File: src/sv/demand_paging_translator_unit_defines.svh
// Assertion macros shared by the demand paging translator RTL.
// Included by the top level; depends on nothing else.
`ifndef DEMAND_PAGING_TRANSLATOR_UNIT_DEFINES_SVH
`define DEMAND_PAGING_TRANSLATOR_UNIT_DEFINES_SVH

// Same-cycle implication, disabled during reset.
`define DPT_ASSERT_NOW(label, clk, rst_n, ante, cons) \
    label: assert property (@(posedge clk) disable iff (!rst_n) (ante) |-> (cons)) \
        else $error("demand paging translator: same-cycle check failed");

// Next-cycle implication, disabled during reset.
`define DPT_ASSERT_NEXT(label, clk, rst_n, ante, cons) \
    label: assert property (@(posedge clk) disable iff (!rst_n) (ante) |=> (cons)) \
        else $error("demand paging translator: next-cycle check failed");

`endif

File: src/sv/dpt_pkg.sv
// Shared types and constants of the demand paging translator.
// Used by the controller, the datapath and the top level.
`default_nettype none

package dpt_pkg;

    localparam int FRAMES_DEF  = 64;
    localparam int ADDR_W      = 32;
    localparam int OFFSET_BITS = 12;
    localparam int PAGE_W      = ADDR_W - OFFSET_BITS;
    localparam int TICK_W      = 32;
    localparam int FIU_W       = 7;
    localparam int FRAME_OUT_W = 6;
    localparam int PHYS_W      = 18;
    localparam int CFG_IDX_W   = 3;
    localparam int CFG_DATA_W  = 32;
    localparam int REGIONS     = 3;

    localparam logic [TICK_W-1:0] TICK_MAX = '1;
    localparam logic [FIU_W-1:0]  FIU_RESET = FIU_W'(64);

    localparam logic [CFG_IDX_W-1:0] REG_MODE         = 3'd0;
    localparam logic [CFG_IDX_W-1:0] REG_FRAMES       = 3'd1;
    localparam logic [CFG_IDX_W-1:0] REG_REGION0_BASE = 3'd2;
    localparam logic [CFG_IDX_W-1:0] REG_REGION0_END  = 3'd3;
    localparam logic [CFG_IDX_W-1:0] REG_REGION1_BASE = 3'd4;
    localparam logic [CFG_IDX_W-1:0] REG_REGION1_END  = 3'd5;
    localparam logic [CFG_IDX_W-1:0] REG_REGION2_BASE = 3'd6;
    localparam logic [CFG_IDX_W-1:0] REG_REGION2_END  = 3'd7;

    typedef struct packed {
        logic accept;
        logic check;
        logic scan;
        logic commit;
    } dpt_cmd_t;

    typedef struct packed {
        logic in_range;
        logic scan_done;
        logic out_free;
    } dpt_sts_t;

endpackage

`default_nettype wire

File: src/sv/dpt_ctrl.sv
// Sequencing state machine of the demand paging translator.
// Depends on dpt_pkg for the command and status structs.
`default_nettype none

module dpt_ctrl (
    input  wire logic              clk,
    input  wire logic              rst_n,
    input  wire logic              in_valid,
    output logic                   in_ready,
    input  wire dpt_pkg::dpt_sts_t sts,
    output dpt_pkg::dpt_cmd_t      cmd
);
    import dpt_pkg::*;

    typedef enum logic [1:0] {
        ST_IDLE,
        ST_CHECK,
        ST_SCAN,
        ST_DONE
    } state_t;

    state_t state_reg;
    state_t state_next;

    assign in_ready = (state_reg == ST_IDLE);

    always_comb
    begin
        state_next = state_reg;
        cmd        = '0;
        unique case (state_reg)
            ST_IDLE:
            begin
                if (in_valid)
                begin
                    cmd.accept = 1'b1;
                    state_next = ST_CHECK;
                end
            end
            ST_CHECK:
            begin
                cmd.check  = 1'b1;
                state_next = sts.in_range ? ST_SCAN : ST_DONE;
            end
            ST_SCAN:
            begin
                cmd.scan = 1'b1;
                if (sts.scan_done)
                begin
                    state_next = ST_DONE;
                end
            end
            ST_DONE:
            begin
                if (sts.out_free)
                begin
                    cmd.commit = 1'b1;
                    state_next = ST_IDLE;
                end
            end
            default:
            begin
                state_next = ST_IDLE;
            end
        endcase
    end

    always_ff @(posedge clk or negedge rst_n)
    begin
        if (!rst_n)
        begin
            state_reg <= ST_IDLE;
        end
        else
        begin
            state_reg <= state_next;
        end
    end

endmodule

`default_nettype wire

File: config.mk
export PLATFORM = sky130hd
export DESIGN_NAME = dpt_ctrl
export DESIGN_NICKNAME = d
export VERILOG_FILES = /design/src/sv/demand_paging_translator_unit_defines.svh /design/src/sv/dpt_pkg.sv /design/src/sv/dpt_ctrl.sv
export SDC_FILE = /design/constraint.sdc
export NUM_CORES = 1
export LEC_CHECK = 0
export BUFFER_PORTS_ARGS = -buffer_cell sky130_fd_sc_hd__buf_2
export CORE_AREA = 2 2 39 41
export CTS_BUF_LIST = sky130_fd_sc_hd__clkbuf_4
export CTS_CLUSTER_SIZE = 16
export DETAILED_ROUTE_END_ITERATION = 10
export DIE_AREA = 0 0 41 43
export PLACE_DENSITY_LB_ADDON = 0.12
export SLEW_MARGIN = 20
export SYNTH_ARGS = -nofsm -noshare
export SYNTH_HDL_FRONTEND = slang
export SYNTH_SLANG_ARGS = --single-unit
File: constraint.sdc
create_clock -name clk -period 1.5 [get_ports clk]
set_input_delay 0.075 -clock clk [delete_from_list [all_inputs] [get_ports clk]]
set_output_delay 0.075 -clock clk [all_outputs]
set_load 0.01 [all_outputs]
# Word-level counts from Yosys, hierarchy flattened
# Index checks and enable logic that the tools add are counted.
# word_totals
register_bits	2
input_bits	6
output_inout_bits	5
word_cells	20
# classes
eq_ne	6
muxes	11
n_reduce_logical	2
# ops
cell	count
2-bit one-hot mux with 4 select lines	1
1-bit 2-to-1 mux	7
2-bit 2-to-1 mux	3
2-bit inequality test, second input constant	3
2-bit equality test, second input constant	2
3-bit AND reduction	1
2-bit by 1-bit equality test with 1-bit output, second input constant	1
2-bit logical NOT	1

# Depth between registers and ports, before layout
# depth
word_depth	3
mapped_depth	5
ltp_nobuf	5

# Worst setup path after synthesis
# OpenSTA, ideal clock, no wires.
# synth_path
path_kind	register to register
start	register state_reg[0]
end	register state_reg[1]
setup_ps	125
arrival_ps	1271
required_time_ps	1375
setup_slack_ps	104
path_stages_with_launch	6
path_buffers	0
period_less_slack_ps	1396
path_cell_list	dfrtp_1 inv_1 ha_1 nand2b_1 and3_4 mux2_4
# synth_between
elab_chain_cells	3
elab_cells_between_ends	9
cone_classes	eq/ne (6); mux (1); reduce/logical (2)
# synth_lines
item	line_no	source
start: declaration	dpt_ctrl.sv:22	state_t state_reg;
start signal: assignment	dpt_ctrl.sv:76	state_reg <= state_next;
2-bit logical NOT *	--	
net in_ready	dpt_ctrl.sv:9	output logic in_ready,
2-bit inequality test (no source line)	--	
3-bit AND reduction (no source line)	--	
# Mark *: on every way through the listed nets, which the timed path passes. The rest lies on a longest branch.
# A chain may end at the register's enable or synchronous reset.

# Worst setup path after layout
# layout_path
start	register state_reg[0]
end	register state_reg[1]
# layout_between
elab_chain_cells	3
elab_cells_between_ends	9
cone_classes	eq/ne (6); mux (1); reduce/logical (2)
# layout_lines
item	line_no	source
2-bit equality test / 2-bit logical NOT (equally long branches)	dpt_ctrl.sv:31	unique case (state_reg)
2-bit inequality test (no source line)	--	
3-bit AND reduction (no source line)	--	
# Several ways; a longest one is shown, not always the timed one.

==> results.json <==
{
  "fin_worst_skew_ns": 0.00168,
  "crit_fanout": 6,
  "setup_ws_ns": 0.131,
  "worstReg2RegEnd": "state_reg[1]",
  "tns_ns": 0,
  "die_area_sq_mm": 0.00176,
  "ctsRootBufferMaster": "clkbuf_4",
  "viasPerCell": 3.64,
  "ir_drop_uv": 772,
  "grt_setup_unrepaired": "false",
  "wl_per_cell_um": 8.10,
  "rows": 14,
  "regArea_sq_um": 51.3,
  "grt_max_degree": 7,
  "finalNetCount": 46,
  "power.share.combinational_pct": 59.9,
  "reg2reg_slack_ns": 0.13,
  "dpl_worst_slack_ns": 0.0756,
  "status": "complete, no violations",
  "p_int_mw": 0.391,
  "synth_nets": 29,
  "pwr-share-clk_pct": 19.1,
  "worstSetupPathType": "reg2reg",
  "ios": 11,
  "powerDensity_mw_per_mm2": 2020,
  "netlist_instances": 19,
  "synth_cell_types": 11,
  "drtIter0Drc": 0,
  "reg2reg_from": "state_reg[0]",
  "synth-warning-count": 0,
  "crit_path_start_kind": "flop",
  "overflow": 0,
  "h-tree-depth": 1,
  "clk_pin_slew_ns": 0.03,
  "postRouteAntennaNets": 0,
  "layout_common_cells": "buf_2 (10), nand2b_1 (4), ha_1 (4), clkbuf_4 (3), inv_1 (2)",
  "clk_path_buf_depth": 2,
  "largest_reg_flops": 2,
  "core_sq_mm": 0.00138,
  "max_slew_margin_pct": 89.8,
  "drive_above_1_share_pct": 55.9,
  "diodes": 0,
  "vias": 182,
  "track_usage_pct": 6.43,
  "setup_viol": 0,
  "seqPwrFrac_pct": 21.0,
  "fin_crit_sh_pct": 91.3,
  "syn2layout_area_growth_pct": 57.1,
  "layout_commonest_cell": "buf_2",
  "p_sw_mw": 0.228,
  "fp.dieW_um": 41,
  "post_cts_buffers": 0,
  "ys_seq_elements": 2,
  "dp_hpwl_um": 332,
  "synth.yosys.seq_area_share_pct": 25.6,
  "min_period_ns": 1.37,
  "die_h_um": 43,
  "p_leak_nw": 0.164,
  "cap_violations": 0,
  "grt_first_pass_wirelength_um": 683,
  "tritoncts": "yes",
  "drt-total-wl_um": 405,
  "place_congestion": 0.676,
  "fillerInstances": 162,
  "fmax_mhz": 730,
  "io_buffers": 10,
  "cts_buffers": 3,
  "start_util_pct": 14.1,
  "worst_pin_slew_ns": 0.151,
  "cp.required_ns": 1.60,
  "endpoint_kind": "flop",
  "crit_arrival_ns": 1.47,
  "drt-pass1-iter-count": 1,
  "cts_sinks": 2,
  "drcViolationCount": 0,
  "switching_share_pct": 36.8,
  "multi_input_area_sq_um": 138,
  "hold_class": "in2async",
  "clock_latency_ns": 0.22,
  "grt_antenna_before_repair": 0,
  "grt_pass1_vias": 192,
  "syn_area_per_cell_sq_um": 10.3,
  "reg2reg_depth": 5,
  "drv_slew": 0,
  "synth_area_sq_um": 195,
  "final_hold_viol_count": 0
}
[area by class of cell]
type,instances,share of cell area [%]
Clock buffer,3,7.35
Multi-Input combinational cell,15,44.9
Tap cell,16,6.53
Sequential cell,2,16.7
Inverter,2,2.45
Timing Repair Buffer,12,22.0
[cells by family after synthesis]
kind of cell	count (synthesis)	share of synthesized area (%)
and+or+nand+nor	8	27.6
buffers and inverters	2	3.85
adders and majority gates	4	25.6
muxes	1	7.69
AOI/OAI and AO/OA	2	9.62
DFF	2	25.6
[worst max path at each step]
stage | end | slack, ns | startpoint | depth (start not counted)
2_1_floorplan | state_reg[1] | 0.10 | state_reg[0] | 5
3_3_place_gp | state_reg[1] | 0.08 | state_reg[0] | 5
3_5_place_dp | state_reg[1] | 0.08 | state_reg[0] | 5
4_1_cts | cmd[3] | 0.06 | state_reg[0] | 5
5_1_grt | cmd[3] | 0.03 | state_reg[1] | 5
6_report | state_reg[1] | 0.13 | state_reg[0] | 5
[metrics by stage]
stage / power, mW / util (%) / hold slack [ns] / instances / cell area, sq um
detailed placement: 0.507 / 19.7 / -0.138 / 46 / 273
floorplan: 0.392 / - / -0.221 / 19 / 195
global route: 0.698 / 22.2 / 0.154 / 50 / 307
global placement: 0.509 / 19.7 / -0.141 / 46 / 273
CTS: 0.638 / 22.1 / 0.153 / 50 / 305
finish: 0.620 / 22.2 / 0.169 / 50 / 307
[worst max-delay path, cell delays in order, from the launching register on]
cell      delay (ns)
dfrtp_2         0.40
inv_1           0.07
ha_1            0.20
nand2b_1        0.09
and3_4          0.19
mux2_4          0.29
[power groups by stage]
stage | registers (mW) | clock network, mW | logic (mW)
finish | 0.130 | 0.118 | 0.371
global route | 0.137 | 0.134 | 0.428
CTS | 0.128 | 0.127 | 0.383
global placement | 0.129 | 0 | 0.380
floorplan | 0.118 | 0 | 0.275
detailed placement | 0.128 | 0 | 0.378
[repair_timing]
item	CTS	global route
endpoints found under the hold margin	2	0
resized for setup	0	1
endpoints found under the setup margin	0	2
hold buffers	1	0
[synthesized netlist by cell type, drive strengths merged]
| library cell | n | share of area, % |
|---|---|---|
| ha | 4 | 26 |
| nand2b | 4 | 13 |
| and2 | 2 | 7.1 |
| dfrtp | 2 | 26 |
| inv | 2 | 3.8 |
| a41oi | 1 | 4.5 |
| and3 | 1 | 5.8 |
| mux2 | 1 | 7.7 |
| nor2 | 1 | 1.9 |
| o22a | 1 | 5.1 |
[layer usage]
layer | GRT usage (%) | up-vias | part of all wire [%]
met5 | 0 | - | 0
met4 | 8.00 | 0 | 0
met3 | 3.14 | 0 | 6.4
met2 | 9.06 | 5 | 56
met1 | 5.47 | 83 | 37
li1 | - | 94 | -
Power figures use the tool's default switching activity.
